[src/hw/rtl/lssc_pkg.sv]
package lssc_pkg;

    localparam int SENSOR_COUNT = 12;
    localparam int SAMPLE_BITS  = 12;

    localparam int IDX_W      = 4;
    localparam int SUM_W      = 15;
    localparam int DIFF_W     = 16;
    localparam int DD_W       = 17;
    localparam int GAIN_W     = 24;
    localparam int THR_W      = 15;
    localparam int LIM_W      = 12;
    localparam int CNT_W      = 16;
    localparam int STEER_W    = 24;
    localparam int CFG_IDX_W  = 3;
    localparam int CFG_DATA_W = 24;
    localparam int CMUL_W     = 17;

    localparam logic [CMUL_W-1:0] CURVE_MUL = CMUL_W'(85197);

    localparam logic [1:0] ACT_SAMPLE = 2'd0;
    localparam logic [1:0] ACT_START  = 2'd1;
    localparam logic [1:0] ACT_STOP   = 2'd2;
    localparam logic [1:0] ACT_RESET  = 2'd3;

    localparam logic [CFG_IDX_W-1:0] REG_PROP_GAIN   = 3'd0;
    localparam logic [CFG_IDX_W-1:0] REG_DERIV_GAIN  = 3'd1;
    localparam logic [CFG_IDX_W-1:0] REG_CURVE_THR   = 3'd2;
    localparam logic [CFG_IDX_W-1:0] REG_DARK_AVG    = 3'd3;
    localparam logic [CFG_IDX_W-1:0] REG_SENSOR_HIGH = 3'd4;
    localparam logic [CFG_IDX_W-1:0] REG_DARK_FRAMES = 3'd5;
    localparam logic [CFG_IDX_W-1:0] REG_HIGH_FRAMES = 3'd6;

    localparam logic [GAIN_W-1:0] RST_PROP_GAIN   = GAIN_W'(16777);
    localparam logic [GAIN_W-1:0] RST_DERIV_GAIN  = GAIN_W'(6711);
    localparam logic [THR_W-1:0]  RST_CURVE_THR   = THR_W'(500);
    localparam logic [LIM_W-1:0]  RST_DARK_AVG    = LIM_W'(920);
    localparam logic [LIM_W-1:0]  RST_SENSOR_HIGH = LIM_W'(500);
    localparam logic [CNT_W-1:0]  RST_DARK_FRAMES = CNT_W'(80);
    localparam logic [CNT_W-1:0]  RST_HIGH_FRAMES = CNT_W'(70);

    typedef struct packed {
        logic [1:0]             action;
        logic [IDX_W-1:0]       sensor_index;
        logic [SAMPLE_BITS-1:0] sensor_value;
    } lssc_req_t;

    typedef struct packed {
        logic signed [STEER_W-1:0] steer_term;
        logic                      on_curve;
        logic                      course_out;
        logic                      course_out_cause;
        logic                      tracking_active;
    } lssc_res_t;

    typedef struct packed {
        logic take;
        logic eval;
        logic mul;
        logic add;
        logic cmul;
        logic merge;
        logic load;
    } lssc_cmd_t;

    typedef struct packed {
        logic close_active;
    } lssc_status_t;

endpackage

[src/hw/rtl/lssc_ctrl.sv]
module lssc_ctrl
    import lssc_pkg::*;
(
    input  logic         aclk,
    input  logic         aresetn,
    input  logic         s_valid,
    output logic         s_ready,
    output logic         m_valid,
    input  logic         m_ready,
    input  lssc_status_t status,
    output lssc_cmd_t    cmd
);

    localparam logic [2:0] ST_IDLE  = 3'd0;
    localparam logic [2:0] ST_FRAME = 3'd1;
    localparam logic [2:0] ST_MUL   = 3'd2;
    localparam logic [2:0] ST_ADD   = 3'd3;
    localparam logic [2:0] ST_CMUL  = 3'd4;
    localparam logic [2:0] ST_MERGE = 3'd5;
    localparam logic [2:0] ST_ROUND = 3'd6;

    logic [2:0] state_reg, state_next;
    logic       m_valid_reg, m_valid_next;
    logic       out_free;

    assign s_ready  = (state_reg == ST_IDLE);
    assign m_valid  = m_valid_reg;
    assign out_free = !m_valid_reg || m_ready;

    always_comb begin
        cmd       = '0;
        cmd.take  = s_valid && s_ready;
        cmd.eval  = (state_reg == ST_FRAME);
        cmd.mul   = (state_reg == ST_MUL);
        cmd.add   = (state_reg == ST_ADD);
        cmd.cmul  = (state_reg == ST_CMUL);
        cmd.merge = (state_reg == ST_MERGE);
        cmd.load  = (state_reg == ST_ROUND) && out_free;
    end

    always_comb begin
        state_next = state_reg;
        case (state_reg)
            ST_IDLE: begin
                if (cmd.take && status.close_active) begin
                    state_next = ST_FRAME;
                end
            end
            ST_FRAME: state_next = ST_MUL;
            ST_MUL:   state_next = ST_ADD;
            ST_ADD:   state_next = ST_CMUL;
            ST_CMUL:  state_next = ST_MERGE;
            ST_MERGE: state_next = ST_ROUND;
            ST_ROUND: begin
                if (out_free) begin
                    state_next = ST_IDLE;
                end
            end
            default:  state_next = ST_IDLE;
        endcase
    end

    always_comb begin
        m_valid_next = m_valid_reg;
        if (cmd.load) begin
            m_valid_next = 1'b1;
        end else if (m_ready) begin
            m_valid_next = 1'b0;
        end
    end

    always_ff @(posedge aclk) begin
        if (!aresetn) begin
            state_reg   <= ST_IDLE;
            m_valid_reg <= 1'b0;
        end else begin
            state_reg   <= state_next;
            m_valid_reg <= m_valid_next;
        end
    end

    a_frame_latency: assert property (@(posedge aclk) disable iff (!aresetn)
        (cmd.take && status.close_active) |-> ##6 (state_reg == ST_ROUND))
        else $error("frame did not reach rounding stage on time");

    a_result_held: assert property (@(posedge aclk) disable iff (!aresetn)
        (m_valid_reg && !m_ready) |=> m_valid_reg)
        else $error("pending result dropped");

    a_busy_blocks: assert property (@(posedge aclk) disable iff (!aresetn)
        (state_reg != ST_IDLE) |-> !s_ready)
        else $error("request taken while frame in flight");

    a_result_source: assert property (@(posedge aclk) disable iff (!aresetn)
        $rose(m_valid_reg) |-> $past(state_reg == ST_ROUND))
        else $error("result raised outside rounding stage");

endmodule

[src/hw/rtl/lssc_dp.sv]
module lssc_dp
    import lssc_pkg::*;
(
    input  logic                  aclk,
    input  logic                  aresetn,
    input  lssc_cmd_t             cmd,
    output lssc_status_t          status,
    input  lssc_req_t             s_data,
    output lssc_res_t             m_data,
    input  logic                  cfg_we,
    input  logic [CFG_IDX_W-1:0]  cfg_index,
    input  logic [CFG_DATA_W-1:0] cfg_data
);

    localparam int P1_W    = GAIN_W + 1 + DIFF_W;
    localparam int P2_W    = GAIN_W + 1 + DD_W;
    localparam int S_W     = P2_W + 1;
    localparam int LO_W    = 22;
    localparam int HI_W    = S_W - LO_W;
    localparam int MLO_W   = LO_W + CMUL_W;
    localparam int MHI_W   = HI_W + CMUL_W + 1;
    localparam int PROD_W  = S_W + CMUL_W;
    localparam int BOUND_W = LIM_W + 6;

    logic [GAIN_W-1:0] prop_gain_reg;
    logic [GAIN_W-1:0] deriv_gain_reg;
    logic [THR_W-1:0]  curve_thr_reg;
    logic [LIM_W-1:0]  dark_avg_reg;
    logic [LIM_W-1:0]  sensor_high_reg;
    logic [CNT_W-1:0]  dark_frames_reg;
    logic [CNT_W-1:0]  high_frames_reg;

    always_ff @(posedge aclk) begin
        if (!aresetn) begin
            prop_gain_reg   <= RST_PROP_GAIN;
            deriv_gain_reg  <= RST_DERIV_GAIN;
            curve_thr_reg   <= RST_CURVE_THR;
            dark_avg_reg    <= RST_DARK_AVG;
            sensor_high_reg <= RST_SENSOR_HIGH;
            dark_frames_reg <= RST_DARK_FRAMES;
            high_frames_reg <= RST_HIGH_FRAMES;
        end else if (cfg_we) begin
            case (cfg_index)
                REG_PROP_GAIN:   prop_gain_reg   <= cfg_data[GAIN_W-1:0];
                REG_DERIV_GAIN:  deriv_gain_reg  <= cfg_data[GAIN_W-1:0];
                REG_CURVE_THR:   curve_thr_reg   <= cfg_data[THR_W-1:0];
                REG_DARK_AVG:    dark_avg_reg    <= cfg_data[LIM_W-1:0];
                REG_SENSOR_HIGH: sensor_high_reg <= cfg_data[LIM_W-1:0];
                REG_DARK_FRAMES: dark_frames_reg <= cfg_data[CNT_W-1:0];
                REG_HIGH_FRAMES: high_frames_reg <= cfg_data[CNT_W-1:0];
                default: ;
            endcase
        end
    end

    logic [SUM_W-1:0]         left_reg, left_next;
    logic [SUM_W-1:0]         right_reg, right_next;
    logic                     all_high_reg, all_high_next;
    logic signed [DIFF_W-1:0] prev_reg, prev_next;
    logic [CNT_W-1:0]         dark_cnt_reg, dark_cnt_next;
    logic [CNT_W-1:0]         high_cnt_reg, high_cnt_next;
    logic                     active_reg, active_next;

    logic             in_range, is_left, is_close, is_high;
    logic [SUM_W-1:0] left_add, right_add;

    assign in_range  = s_data.sensor_index < IDX_W'(SENSOR_COUNT);
    assign is_left   = s_data.sensor_index < IDX_W'(SENSOR_COUNT / 2);
    assign is_close  = s_data.sensor_index == IDX_W'(SENSOR_COUNT - 1);
    assign is_high   = s_data.sensor_value > sensor_high_reg;
    assign left_add  = left_reg + SUM_W'(s_data.sensor_value);
    assign right_add = right_reg + SUM_W'(s_data.sensor_value);

    assign status.close_active = (s_data.action == ACT_SAMPLE) && is_close && active_reg;

    logic signed [DIFF_W-1:0] diff;
    logic signed [DIFF_W-1:0] mag;
    logic signed [DD_W-1:0]   dd;
    logic                     curve;
    logic [DIFF_W-1:0]        total;
    logic [BOUND_W-1:0]       dark_bound;
    logic                     is_dark;
    logic [CNT_W-1:0]         dark_cnt_new, high_cnt_new;
    logic                     dark_hit, high_hit, out_now;

    assign diff  = $signed({1'b0, left_reg}) - $signed({1'b0, right_reg});
    assign mag   = diff[DIFF_W-1] ? -diff : diff;
    assign curve = mag >= $signed({1'b0, curve_thr_reg});
    assign dd    = {diff[DIFF_W-1], diff} - {prev_reg[DIFF_W-1], prev_reg};
    assign total = {1'b0, left_reg} + {1'b0, right_reg};

    assign dark_bound   = BOUND_W'(dark_avg_reg) * BOUND_W'(SENSOR_COUNT)
                        + BOUND_W'(SENSOR_COUNT - 1);
    assign is_dark      = BOUND_W'(total) > dark_bound;
    assign dark_cnt_new = is_dark ? dark_cnt_reg + CNT_W'(1) : '0;
    assign high_cnt_new = all_high_reg ? high_cnt_reg + CNT_W'(1) : '0;
    assign dark_hit     = dark_cnt_new >= dark_frames_reg;
    assign high_hit     = high_cnt_new >= high_frames_reg;
    assign out_now      = dark_hit || high_hit;

    always_comb begin
        left_next     = left_reg;
        right_next    = right_reg;
        all_high_next = all_high_reg;
        prev_next     = prev_reg;
        dark_cnt_next = dark_cnt_reg;
        high_cnt_next = high_cnt_reg;
        active_next   = active_reg;
        if (cmd.take) begin
            case (s_data.action)
                ACT_SAMPLE: begin
                    if (in_range) begin
                        if (is_close && !active_reg) begin
                            left_next     = '0;
                            right_next    = '0;
                            all_high_next = 1'b1;
                        end else begin
                            if (is_left) begin
                                left_next = left_add;
                            end else begin
                                right_next = right_add;
                            end
                            if (!is_high) begin
                                all_high_next = 1'b0;
                            end
                        end
                    end
                end
                ACT_START: active_next = 1'b1;
                ACT_STOP:  active_next = 1'b0;
                ACT_RESET: begin
                    prev_next   = '0;
                    active_next = 1'b0;
                end
                default: ;
            endcase
        end
        if (cmd.eval) begin
            left_next     = '0;
            right_next    = '0;
            all_high_next = 1'b1;
            prev_next     = diff;
            dark_cnt_next = dark_cnt_new;
            high_cnt_next = high_cnt_new;
            active_next   = !out_now;
        end
    end

    always_ff @(posedge aclk) begin
        if (!aresetn) begin
            left_reg     <= '0;
            right_reg    <= '0;
            all_high_reg <= 1'b1;
            prev_reg     <= '0;
            dark_cnt_reg <= '0;
            high_cnt_reg <= '0;
            active_reg   <= 1'b0;
        end else begin
            left_reg     <= left_next;
            right_reg    <= right_next;
            all_high_reg <= all_high_next;
            prev_reg     <= prev_next;
            dark_cnt_reg <= dark_cnt_next;
            high_cnt_reg <= high_cnt_next;
            active_reg   <= active_next;
        end
    end

    logic signed [DIFF_W-1:0] d_reg;
    logic signed [DD_W-1:0]   dd_reg;
    logic                     curve_reg;
    logic                     co_reg;
    logic                     cause_reg;
    logic signed [P1_W-1:0]   p1_reg;
    logic signed [P2_W-1:0]   p2_reg;
    logic signed [S_W-1:0]    s_reg;
    logic [MLO_W-1:0]         mlo_reg;
    logic signed [MHI_W-1:0]  mhi_reg;
    logic signed [PROD_W-1:0] prod_reg;
    lssc_res_t                res_reg;

    logic [LO_W-1:0]          s_lo;
    logic signed [HI_W-1:0]   s_hi;
    logic signed [PROD_W-1:0] mhi_ext, mlo_ext, s_ext, prod_next;
    logic signed [PROD_W-1:0] rnd_y, rnd_r;
    logic                     pos_ovf, neg_ovf;
    logic signed [STEER_W-1:0] steer;

    assign s_lo    = s_reg[LO_W-1:0];
    assign s_hi    = s_reg[S_W-1:LO_W];
    assign mhi_ext = {{(PROD_W - MHI_W){mhi_reg[MHI_W-1]}}, mhi_reg};
    assign mlo_ext = {{(PROD_W - MLO_W){1'b0}}, mlo_reg};
    assign s_ext   = {{(PROD_W - S_W){s_reg[S_W-1]}}, s_reg};

    always_comb begin
        if (curve_reg) begin
            prod_next = (mhi_ext <<< LO_W) + mlo_ext;
        end else begin
            prod_next = s_ext;
        end
    end

    always_comb begin
        if (curve_reg) begin
            rnd_y = prod_reg + (PROD_W'(1) <<< 23);
            rnd_r = rnd_y >>> 24;
        end else begin
            rnd_y = prod_reg + (PROD_W'(1) <<< 7);
            rnd_r = rnd_y >>> 8;
        end
    end

    assign pos_ovf = !rnd_r[PROD_W-1] && (|rnd_r[PROD_W-2:STEER_W-1]);
    assign neg_ovf = rnd_r[PROD_W-1] && !(&rnd_r[PROD_W-2:STEER_W-1]);

    always_comb begin
        if (pos_ovf) begin
            steer = {1'b0, {(STEER_W - 1){1'b1}}};
        end else if (neg_ovf) begin
            steer = {1'b1, {(STEER_W - 1){1'b0}}};
        end else begin
            steer = rnd_r[STEER_W-1:0];
        end
    end

    always_ff @(posedge aclk) begin
        if (cmd.eval) begin
            d_reg     <= diff;
            dd_reg    <= dd;
            curve_reg <= curve;
            co_reg    <= out_now;
            cause_reg <= out_now && dark_hit;
        end
        if (cmd.mul) begin
            p1_reg <= P1_W'($signed({1'b0, prop_gain_reg})) * P1_W'(d_reg);
            p2_reg <= P2_W'($signed({1'b0, deriv_gain_reg})) * P2_W'(dd_reg);
        end
        if (cmd.add) begin
            s_reg <= {{(S_W - P1_W){p1_reg[P1_W-1]}}, p1_reg}
                   + {{(S_W - P2_W){p2_reg[P2_W-1]}}, p2_reg};
        end
        if (cmd.cmul) begin
            mlo_reg <= MLO_W'(s_lo) * MLO_W'(CURVE_MUL);
            mhi_reg <= MHI_W'(s_hi) * MHI_W'($signed({1'b0, CURVE_MUL}));
        end
        if (cmd.merge) begin
            prod_reg <= prod_next;
        end
        if (cmd.load) begin
            res_reg.steer_term       <= steer;
            res_reg.on_curve         <= curve_reg;
            res_reg.course_out       <= co_reg;
            res_reg.course_out_cause <= cause_reg;
            res_reg.tracking_active  <= active_reg;
        end
    end

    assign m_data = res_reg;

endmodule

[src/hw/rtl/line_sensor_steering_and_course_out.sv]
// Channel   Direction  Ports                             Carries
// request   in         s_valid s_ready s_data            action, sensor index, sample
// result    out        m_valid m_ready m_data            steer term, curve, course-out, tracking
// config    in         cfg_we cfg_index cfg_data         register writes, no read-back
//
// A request that does not close a tracked frame leaves the controller idle.
// A closing sample while tracking passes these steps to the result register: frame
// evaluation, two gain multipliers, sum, split curve multiply, merge, round and clamp.
// No request is taken while a frame is in flight; a waiting result stalls only the
// rounding stage. Reset is synchronous on aresetn low.
module line_sensor_steering_and_course_out
    import lssc_pkg::*;
(
    input  logic                  aclk,
    input  logic                  aresetn,
    input  logic                  s_valid,
    output logic                  s_ready,
    input  lssc_req_t             s_data,
    output logic                  m_valid,
    input  logic                  m_ready,
    output lssc_res_t             m_data,
    input  logic                  cfg_we,
    input  logic [CFG_IDX_W-1:0]  cfg_index,
    input  logic [CFG_DATA_W-1:0] cfg_data
);

    lssc_cmd_t    cmd;
    lssc_status_t status;

    lssc_ctrl u_ctrl (
        .aclk    (aclk),
        .aresetn (aresetn),
        .s_valid (s_valid),
        .s_ready (s_ready),
        .m_valid (m_valid),
        .m_ready (m_ready),
        .status  (status),
        .cmd     (cmd)
    );

    lssc_dp u_dp (
        .aclk      (aclk),
        .aresetn   (aresetn),
        .cmd       (cmd),
        .status    (status),
        .s_data    (s_data),
        .m_data    (m_data),
        .cfg_we    (cfg_we),
        .cfg_index (cfg_index),
        .cfg_data  (cfg_data)
    );

endmodule

[config.mk]
export PLATFORM = sky130hd
export DESIGN_NAME = line_sensor_steering_and_course_out
export DESIGN_NICKNAME = d
export VERILOG_FILES = /design/src/hw/rtl/lssc_pkg.sv /design/src/hw/rtl/lssc_ctrl.sv /design/src/hw/rtl/lssc_dp.sv /design/src/hw/rtl/line_sensor_steering_and_course_out.sv
export SDC_FILE = /design/constraint.sdc
export NUM_CORES = 2
export LEC_CHECK = 0
export ABC_CLOCK_PERIOD_IN_PS = 8800
export BUFFER_PORTS_ARGS = -buffer_cell sky130_fd_sc_hd__buf_2
export CAP_MARGIN = 15
export CORE_MARGIN = 10
export CORE_UTILIZATION = 50
export CTS_BUF_LIST = sky130_fd_sc_hd__clkbuf_2
export CTS_CLUSTER_DIAMETER = 50
export DETAILED_ROUTE_END_ITERATION = 10
export GPL_TIMING_DRIVEN = 0
export PLACE_DENSITY_LB_ADDON = 0.3
export REMOVE_ABC_BUFFERS = 1
export SLEW_MARGIN = 20
export SYNTH_ARGS = -nofsm -noshare
export SYNTH_HDL_FRONTEND = slang
export SYNTH_HIERARCHICAL = 1
export SYNTH_SLANG_ARGS = --single-unit
[constraint.sdc]
create_clock -name aclk -period 8.8 [get_ports aclk]
set_input_delay 1.32 -clock aclk [delete_from_list [all_inputs] [get_ports aclk]]
set_output_delay 1.32 -clock aclk [all_outputs]
set_load 0.1 [all_outputs]
==> reports/metrics.yaml <==
vias: 50700
crit_path_start: "u_dp/dd_reg[5]"
regArea_sq_um: 13500
nFillCells: 12400
die_h_um: 390
fin_skew_ns: 0.129
start_kind: "register"
tns_ns: 0
avgRoutedWirePerCell_um: 17.8
first_global_vias: 52600
grt_max_degree: 82
start_util_pct: 50.5
criticalPathCategory: "reg -> reg"
clock-sinks: 516
overflow: 0
r2r-start: "u_dp/dd_reg[5]"
clk_path_buf_depth: 3
layout-drive-gt1-share_pct: 5.25
hold_path_class: "in -> reg"
mostFrequentLayoutCells: "inv_1, nand2_1, fa_1"
hpwl_um: 133000
core_sq_um: 136000
cts.reportedPaths.clkPinSlew_ns: 0.10
period_share_pct: 93.3
finalCriticalPeriod_ns: 8.21
crit_fanout: 24
yosysUniqueCellTypes: 90
multi_input_area_sq_um: 48900
hold_viol_final: 0
final_common_cell: "inv_1"
power.leakage_nw: 34.4
die_w_um: 390
avgSynthCellArea_sq_um: 9.21
yosys_register_bits: 516
htreeDepth: 4
drc_errors: 0
postCtsSetupBuffers: 0
crit_arrival_ns: 9.35
largest_reg_flops: 53
r2r-end: "u_dp/p2_reg[41]"
whs_path_depth: 3
drt_iter0_drc: 2970
status: "completed"
synth_top_cell_by_area: "fa_1"
synth.cell_area_sq_um: 68500
worstSkewPairLatency_ns: 1.48
synth_edf_count: 313
routed_wl_um: 167000
rrSetupSlack_ns: 0.59
p_total_mw: 7.68
io_pins: 80
yosysTopAreaCellShare_pct: 26.3
antenna_found_initial: 7
die_area_sq_um: 152000
synthToLayoutAreaGrowth_pct: 5.71
ys_top_cells_by_area: "fa_1, ha_1, edfxtp_1, inv_1, dfxtp_1"
portBuffers: 79
clockRootBuffer: "clkbuf_2"
fin_nets: 9264
place_congestion: 0.932
grtUsageTotal_pct: 22.1
ff2ff_path_depth: 23
fmax_ghz: 0.122
syn_inst: 7443
worst_ep_required_time_ns: 9.94
cts_buffers: 140
tightest_slew_ns: 1.21
async_flop_share_pct: 0
maxCapViolations: 0
holdPathEnd: "u_dp/prop_gain_reg[16]"
yosysSeqAreaShare_pct: 19.6
drt_pass1_iterations: 5
ys.flop_type: "edfxtp_1"
rsz0062_at_grt: "no"
num_rows: 135
cts_tree: "yes"
viasPerCell: 5.41
ant_nets: 0
power_density_nw_per_um2: 106
grt_pass1_wl_um: 273000
post-place-ws_ns: 0.352
worstHoldStart: "cfg_data[16]"
fin_ws_ns: 0.585
ir_drop_v: 0.000129
cp-end-kind: "register"
finalMaxSlewViolations: 0
relSlewSlack_pct: 19.3
cts_resized: 0
setup_viol: 0
yosys_warnings: 6
[logic make-up (layout without fill, tap and decap cells)]
| logic type | after synthesis | after routing | synth area share [%] |
|---|---|---|---|
| other | 0 | 7 | 0 |
| adder cells (fa/ha/maj) | 1733 | 1733 | 41.5 |
| XOR/XNOR | 396 | 396 | 5.06 |
| buffers and inverters | 1644 | 1783 | 9.10 |
| flip-flops | 516 | 516 | 19.6 |
| AO/OA/AOI/OAI | 989 | 989 | 9.49 |
| multiplexers | 29 | 29 | 0.436 |
| AND/OR/NAND/NOR | 2136 | 2136 | 14.8 |
[cell type report]
class                   instances  share of cell area, %
clock inverters                48                  0.589
well taps                    1781                   3.08
inverters                    1414                   7.33
clock buffers                 195                   1.35
repair buffers                126                   1.52
multi-input cells            5283                   67.5
flip-flops and latches        516                   18.6
diodes                          7                 0.0242
[Yosys cell counts, types with 22 or more instances]
master / number
xor2_1: 118
a21o_1: 136
a21oi_1: 245
nor3_1: 74
o211ai_1: 38
nand3_1: 134
nand4_1: 45
nand2b_1: 85
o21bai_1: 26
dfxtp_1: 203
inv_1: 1413
xnor2_1: 278
mux2i_1: 22
a21boi_0: 101
o21ai_0: 196
and3_1: 53
nor4_1: 24
ha_1: 833
nor2b_1: 76
edfxtp_1: 313
and2_1: 322
o21a_1: 43
nor2_1: 322
fa_1: 900
or3_1: 24
nand2_1: 920
a211oi_1: 23
clkbuf_1: 210
[critical path: stages (launching register included)]
cell and delay [ns]:
edfxtp_1 1.16, nand2_1 0.20, fa_1 0.57, inv_1 0.05, fa_1 0.48, inv_1 0.05
fa_1 0.49, inv_1 0.05, fa_1 0.53, inv_1 0.06, fa_1 0.48, inv_1 0.05
fa_1 0.43, ha_1 0.35, and3_1 0.22, a221oi_1 0.47, o22ai_1 0.14, a21oi_1 0.44
o22ai_1 0.25, o41ai_2 0.56, o211a_1 0.28, o21bai_1 0.08, a21oi_1 0.18, xnor2_1 0.34
[worst max-delay path by stage]
| stage | endpoint | slack, ns | depth (start not counted) |
|---|---|---|---|
| 2_1_floorplan | u_dp/dark_cnt_reg[10] | 1.43 | 4 |
| 3_3_place_gp | u_dp/right_reg[14] | -3.89 | 4 |
| 3_5_place_dp | u_dp/p2_reg[41] | 0.35 | 23 |
| 4_1_cts | u_dp/p2_reg[39] | 0.35 | 21 |
| 5_1_grt | u_dp/p2_reg[41] | 0.25 | 21 |
| 6_report | u_dp/p2_reg[41] | 0.59 | 23 |
[through the flow]
stage | hold slack (ns) | cells | area (sq um) | util, %
2_1_floorplan | 0.400 | 7213 | 67600 | -
3_3_place_gp | 0.420 | 9073 | 70200 | 51.7
3_5_place_dp | 0.408 | 9105 | 70800 | 52.1
4_1_cts | 0.00366 | 9355 | 72300 | 53.2
5_1_grt | 0.0665 | 9368 | 72400 | 53.3
6_report | 0.226 | 9370 | 72500 | 53.3
[report_power, final]
part           internal (mW)  switching [mW]  total, mW
Sequential              2.70          0.0485       2.75
Clock                  0.818            1.06       1.88
Combinational           1.27            1.79       3.05
Total                   4.78            2.89       7.68
[timing repair]
item | CTS | global route
endpoints found under the setup margin | 0 | 0
endpoints found under the hold margin | 7 | 0
hold buffers | 7 | 0
[routing by layer]
| metal | share of wire, % | vias to the layer above | global-route usage (%) |
|---|---|---|---|
| li1 | - | 24000 | - |
| met1 | 42 | 25000 | 27.9 |
| met2 | 49 | 1409 | 38.0 |
| met3 | 6.0 | 294 | 3.91 |
| met4 | 3.1 | 8 | 7.79 |
| met5 | 0.030 | - | 0 |
Power figures use the tool's default switching activity.
